<file path="config.mk">
export PLATFORM = sky130hd
export DESIGN_NAME = vcv_div
export DESIGN_NICKNAME = d
export VERILOG_FILES = /design/src/rtl/core/vcv_pkg.sv /design/src/rtl/core/vcv_div.sv
export SDC_FILE = /design/constraint.sdc
export NUM_CORES = 1
export LEC_CHECK = 0
export BUFFER_PORTS_ARGS = -buffer_cell sky130_fd_sc_hd__buf_2
export CAP_MARGIN = 20
export CORE_UTILIZATION = 55
export CTS_CLUSTER_DIAMETER = 100
export DETAILED_ROUTE_END_ITERATION = 6
export GPL_TIMING_DRIVEN = 0
export PLACE_DENSITY = 0.85
export SETUP_SLACK_MARGIN = 0.2
export SYNTH_ARGS = -nofsm -noshare
export SYNTH_HDL_FRONTEND = slang
export SYNTH_SLANG_ARGS = --single-unit
</file>
<file path="constraint.sdc">
create_clock -name clk -period 6 [get_ports clk]
set_input_delay 0.6 -clock clk [delete_from_list [all_inputs] [get_ports clk]]
set_output_delay 0.6 -clock clk [all_outputs]
set_load 0.005 [all_outputs]
</file>
<file path="src/rtl/core/vcv_pkg.sv">
// Package for the vector colour and visibility unit.
// Holds register indexes, colour modes and field widths; no dependencies.
package vcv_pkg;

	localparam int CompW = 16;
	localparam int NumW  = 25;
	localparam int DenW  = 17;
	localparam int QuoW  = 8;

	localparam logic [2:0] RegMode    = 3'd0;
	localparam logic [2:0] RegUniform = 3'd1;
	localparam logic [2:0] RegRampLo  = 3'd2;
	localparam logic [2:0] RegRampHi  = 3'd3;
	localparam logic [2:0] RegThresh  = 3'd4;
	localparam logic [2:0] RegStep    = 3'd5;

	typedef enum logic [1:0] {
		MODE_UNIFORM = 2'd0,
		MODE_RAMP    = 2'd1,
		MODE_DIR     = 2'd2,
		MODE_ALT     = 2'd3
	} colour_mode_t;

	typedef enum logic [1:0] {
		RAMP_DIV  = 2'd0,
		RAMP_ZERO = 2'd1,
		RAMP_FULL = 2'd2
	} ramp_kind_t;

endpackage

</file>
<file path="src/rtl/core/vcv_div.sv">
// Pipelined restoring divider with an 8-bit quotient, two steps per stage.
// Depends on vcv_pkg; numerator must be below 256 times the divisor.
module vcv_div import vcv_pkg::*; (
	input  logic              clk,
	input  logic              en,
	input  logic [NumW-1:0]   num,
	input  logic [DenW-1:0]   den,
	output logic [QuoW-1:0]   quo
);

	logic [NumW-1:0] rem_s [1:4];
	logic [DenW-1:0] den_s [1:4];
	logic [QuoW-1:0] quo_s [1:4];
	logic [NumW-1:0] rem_i [0:3];
	logic [DenW-1:0] den_i [0:3];
	logic [QuoW-1:0] quo_i [0:3];
	logic [NumW-1:0] rem_n [1:4];
	logic [QuoW-1:0] quo_n [1:4];

	always_comb begin
		rem_i[0] = num;
		den_i[0] = den;
		quo_i[0] = '0;
		for (int k = 1; k <= 3; k++) begin
			rem_i[k] = rem_s[k];
			den_i[k] = den_s[k];
			quo_i[k] = quo_s[k];
		end
	end

	always_comb begin
		logic [NumW-1:0] r;
		logic [NumW-1:0] dsh;
		logic [QuoW-1:0] q;
		for (int k = 1; k <= 4; k++) begin
			r = rem_i[k-1];
			q = quo_i[k-1];
			for (int j = 0; j < 2; j++) begin
				dsh = NumW'({{(NumW-DenW){1'b0}}, den_i[k-1]} << (QuoW - 2*(k-1) - j - 1));
				if (r >= dsh) begin
					r = r - dsh;
					q[QuoW - 2*(k-1) - j - 1] = 1'b1;
				end
			end
			rem_n[k] = r;
			quo_n[k] = q;
		end
	end

	always_ff @(posedge clk) begin
		if (en) begin
			for (int k = 1; k <= 4; k++) begin
				rem_s[k] <= rem_n[k];
				quo_s[k] <= quo_n[k];
				den_s[k] <= den_i[k-1];
			end
		end
	end

	assign quo = quo_s[4];

endmodule

</file>
# Word level (Yosys, flattened, before mapping)
# Memory sizes are Yosys's and may differ from the RTL's.
# Index checks and enable logic that the tools add are counted.
dict set report classes {
  n_addsub 8
  magnitude_cmp 8
  n_mux 18
}
# op n
set ops {}
lappend ops {{2-to-1 mux 25 bit} 8}
lappend ops {{>= comparator 25 x 17 -> 1 bit} 1}
lappend ops {{>= comparator 25 x 18 -> 1 bit} 1}
lappend ops {{>= comparator 25 x 19 -> 1 bit} 1}
lappend ops {{>= comparator 25 x 20 -> 1 bit} 1}
lappend ops {{>= comparator 25 x 21 -> 1 bit} 1}
lappend ops {{>= comparator 25 x 22 -> 1 bit} 1}
lappend ops {{>= comparator 25 x 23 -> 1 bit} 1}
lappend ops {{>= comparator 25 x 24 -> 1 bit} 1}
lappend ops {{subtractor 25 x 17 -> 25 bit} 1}
lappend ops {{subtractor 25 x 18 -> 25 bit} 1}
lappend ops {{subtractor 25 x 19 -> 25 bit} 1}
lappend ops {{subtractor 25 x 20 -> 25 bit} 1}
lappend ops {{subtractor 25 x 21 -> 25 bit} 1}
lappend ops {{subtractor 25 x 22 -> 25 bit} 1}
lappend ops {{subtractor 25 x 23 -> 25 bit} 1}
lappend ops {{subtractor 25 x 24 -> 25 bit} 1}
lappend ops {{2-to-1 mux 1 bit} 10}
dict set report word_totals {
  ff_bits 0
  ram_bits 200
  out_inout_bits 8
  memories 3
}
# memory depth width read_ports rd_clocked_by_memory_dff write_ports line_no
set mem_list {}
lappend mem_list {rem_s 4 25 3 0 4 vcv_div.sv:11} ;# logic [NumW-1:0] rem_s [1:4];
lappend mem_list {den_s 4 17 3 0 4 vcv_div.sv:12} ;# logic [DenW-1:0] den_s [1:4];
lappend mem_list {quo_s 4 8 4 0 4 vcv_div.sv:13} ;# logic [QuoW-1:0] quo_s [1:4];

# Longest topological paths before layout
# An unclocked memory read counts as a cell.
dict set report depth {
  word_depth 5
  mapped_depth 28
  mapped_depth_nobuf 25
}

# Worst setup path before layout
# Ideal clock, no wire load.
dict set report synth_timing {
  path_kind {input -> register}
  from {input num[7]}
  to {register, netlist name rem_s[0][32]}
  arrival_ns 5.515
  required_time_ns 5.740
  path_slack_ns 0.225
  path_stages 24
  n_path_buf 2
  cell_sequence {inv_1 ha_1 inv_1 fa_1 a211oi_2 o21ai_1 a21oi_2 o31ai_1 a2111oi_4 clkbuf_1 nand2_1 o21ai_0 ha_1 nor2b_1 o31a_1 o41a_1 nor2b_1 o22ai_1 o21ai_1 o21ai_0 o211a_1 and3_4 buf_6 mux2_4}
}
# item line_no
set synth_rtl {}
lappend synth_rtl {{start: declaration} vcv_div.sv:6} ;# input logic [NumW-1:0] num,

==> summary.md <==
| Metric | Value |
|---|---|
| Switching power | 3.35 mW |
| CP Capture Type | flop |
| Port bufs | 51 |
| WL final | 28.3 mm |
| Seq pwr share | 0.225 |
| Post-synthesis async set-or-reset flop share | 0 |
| Cell Area, Synth | 0.0126 mm^2 |
| Total GRT Usage | 0.248 |
| Logic pwr share | 0.641 |
| Non-Filler Cell Area, Final | 0.0141 mm^2 |
| Slew @ Worst Pin | 787 ps |
| Synth cell types | 83 |
| Post-Syn Nets | 1515 |
| Footprint of the multi-input gates | 0.00774 mm^2 |
| Status | complete, no violations |
| Starting Density | 0.568 |
| Rel. slew slack | 0.471 |
| Tmin final | 5610 ps |
| Lkg Pwr | 5.91 nW |
| Area grow syn2layout | 12.2% |
| RSZ-0062 raised after global routing | no |
| Final setup fails | 0 |
| Crit path required time | 6190 ps |
| Vias in the first global route | 9917 |
| Commonest non-fill, non-tap cell in the layout | edfxtp_1 |
| Core Area | 0.0222 mm^2 |
| CTS Buf Count | 17 |
| Worst Path Arrival | 5800 ps |
| Cell Area, Placed | 0.0132 mm^2 |
| Startpoint Class | input pin |
| DR iter-0 viols | 622 |
| ANT nets after route | 0 |
| Fin Clk Skew | 13.5 ps |
| Sink Count | 146 |
| WL/cell | 16.5 um |
| Hold_sp | num[5] |
| Die height | 153 um |
| Ant diodes | 0 |
| Max Slew Vio Count | 0 |
| Syn Area/Cell | 9.48 um^2 |
| PwrDens | 551 mW/mm^2 |
| Die area | 0.0235 mm^2 |
| Final hold violations | 0 |
| # fillers | 1777 |
| Worst-path clk slew | 70 ps |
| Final core occ | 0.637 |
| Register area | 0.00438 mm^2 |
| NumNets Final | 1607 |
| Routed vias | 10100 |
| Synth area leaders | edfxtp_1 (35%), ha_1 (14%), xnor2_1 (5.1%) |
| Io pins | 52 |
| Grt ovf | 0 |
| Critical R2R Capture | rem_s[0][99] |
| Clk buf depth | 2 |
| Final cell count without fillers | 1713 |
| Hold-fix buffers, CTS | 0 |
| Cell count after placement | 1660 |
| Global placement routability congestion | 0.919 |
| # rows | 54 |
| Reg2reg setup slack | 450 ps |
| Largest net degree at the start of global routing | 98 |
| Hold Crit Depth | 1 |
| Hold/Removal Path Class | input pin to flop |
| H-Tree Depth | 4 |
| Tcrit/Tclk final | 0.935 |
| CTS Root Cell | clkbuf_16 |
| Layout cell share with drive strength beyond 1 | 0.147 |
| Worst skew pair latency | 440 ps |
| Crit Path Class | input pin to flop |
| Synth area leader | edfxtp_1 |
| Pre-antenna DRT Iters | 6 |
| Die W | 153 um |
| Synth warn | 0 |
| FF-to-FF path depth | 25 |
| CP max FO | 10 |
| EDFF count, synth | 146 |
| Sequential area share after synthesis | 0.348 |
| Vias/cell | 5.91 |
| Reg2reg start | rem_s[0][53] |
| Maximum vdd drop | 0.000259 V |
| Switch share | 0.431 |
| DRC violations left | 0 |
| Antenna violations before repair | 0 |
| TritonCTS clock tree | yes |
| Most frequent cells in the layout | edfxtp_1 (146), ha_1 (134), nand2_1 (116), inv_1 (113), nor2_1 (98) |
| Max Fclk | 178 MHz |
| Clock share of power | 0.135 |
| Yosys top cell area share | 0.348 |
| First-pass GRT wire length | 46.7 mm |
| Total of max-cap violations | 0 |
| Synth Flop Type | edfxtp_1 |
| P_int | 4.43 mW |
| Register bit total from synthesis | 146 |
| Synthesized netlist cell count | 1328 |
| Hold endpoint | rem_s[0][30] |
| Post-DP HPWL | 22.3 mm |
-- kinds of logic after synthesis --
| kind of cell | count (synthesis) | synth area share |
|---|---|---|
| mux | 53 | 0.0480 |
| compound gates | 378 | 0.200 |
| xor+xnor | 97 | 0.0675 |
| fa+ha+maj | 143 | 0.146 |
| simple gates | 372 | 0.144 |
| flops | 146 | 0.348 |
| buf+inv | 139 | 0.0459 |
-- final cells by class --
type,instances,share of cell area
repair buffers,73,0.0319
well taps,280,0.0248
multi-input cells,1043,0.548
clock buffers,17,0.0301
flip-flops and latches,146,0.310
plain buffers,20,0.0114
clock inverters,15,0.0115
inverters,119,0.0322
-- critical path, stage by stage --
cell	delay (ps)
buf_2	100
inv_1	50
ha_1	200
inv_1	70
fa_2	370
a211oi_2	270
o21ai_1	160
a21oi_2	270
o31ai_1	160
a2111oi_4	350
buf_4	180
clkbuf_8	170
nand2_1	80
o21ai_2	100
ha_1	280
nor2b_1	140
o31a_1	280
o41a_1	350
nor2b_1	190
o22ai_2	180
o21ai_2	110
o21ai_1	170
o211a_1	200
and3_4	250
buf_6	180
mux2_4	310
-- metrics by stage --
step	worst slack, ps	power [mW]	hold slack, ps	setup TNS [ps]
3_3_place_gp	-934	6.36	401	-20490
4_1_cts	212	7.63	345	0
6_report	389	7.78	350	0
2_1_floorplan	225	5.54	400	0
3_5_place_dp	-983	6.46	405	-26740
5_1_grt	163	8.44	347	0
-- how the worst max path moves through the flow --
stage,startpoint,to,depth (start not counted)
final,num[7],rem_s[0][41],26
after global routing,num[7],rem_s[0][41],26
after CTS,rem_s[0][25],rem_s[0][61],22
after detailed placement,num[7],rem_s[0][47],24
after global placement,num[7],rem_s[0][47],24
after floorplan,num[7],rem_s[0][32],24
-- power groups by stage --
stage                     Combinational [mW]  Clock [mW]  Sequential [mW]
after floorplan                         3.84           0             1.70
after global placement                  4.60           0             1.76
after detailed placement                4.70           0             1.76
after CTS                               4.83        1.06             1.74
after global routing                    5.56        1.11             1.78
final                                   4.99        1.05             1.75
-- sequential cells by signal, summed over array words and instances, names as in the netlist --
signal and cells:
rem_s 75, den_s 51, quo_s 20
-- layer usage --
metal	GRT usage	vias to the layer above	routed length (um)
met5	0	-	0
met4	0.117	0	1030
met3	0.0318	62	926
met2	0.458	264	14500
met1	0.283	4711	11800
li1	-	5081	-
-- synthesized netlist by cell type (9+ instances only) --
| master | n |
|---|---|
| edfxtp_1 | 146 |
| ha_1 | 136 |
| nand2_1 | 116 |
| inv_1 | 114 |
| nor2_1 | 100 |
| a21oi_1 | 93 |
| o21ai_0 | 93 |
| xnor2_1 | 74 |
| a21o_1 | 35 |
| o21a_1 | 28 |
| mux2_2 | 24 |
| nor3_1 | 24 |
| xor2_1 | 23 |
| nor2b_1 | 21 |
| nand4_1 | 19 |
| o31ai_1 | 18 |
| mux2_1 | 17 |
| o21bai_1 | 17 |
| a211oi_1 | 16 |
| nand3_1 | 14 |
| or3_1 | 13 |
| nand2b_1 | 12 |
| o211ai_1 | 10 |
| and2_1 | 9 |
| nor4_1 | 9 |
-- what timing repair did --
action                                  in CTS  in global routing
pin swaps                                    4                 13
hold endpoints to repair                     0                  0
endpoints found under the setup margin      61                 57
buffers inserted                             6                 14
gates resized for setup                     20                 32
cloned                                       0                  1
(Power assumes the default switching activity.)
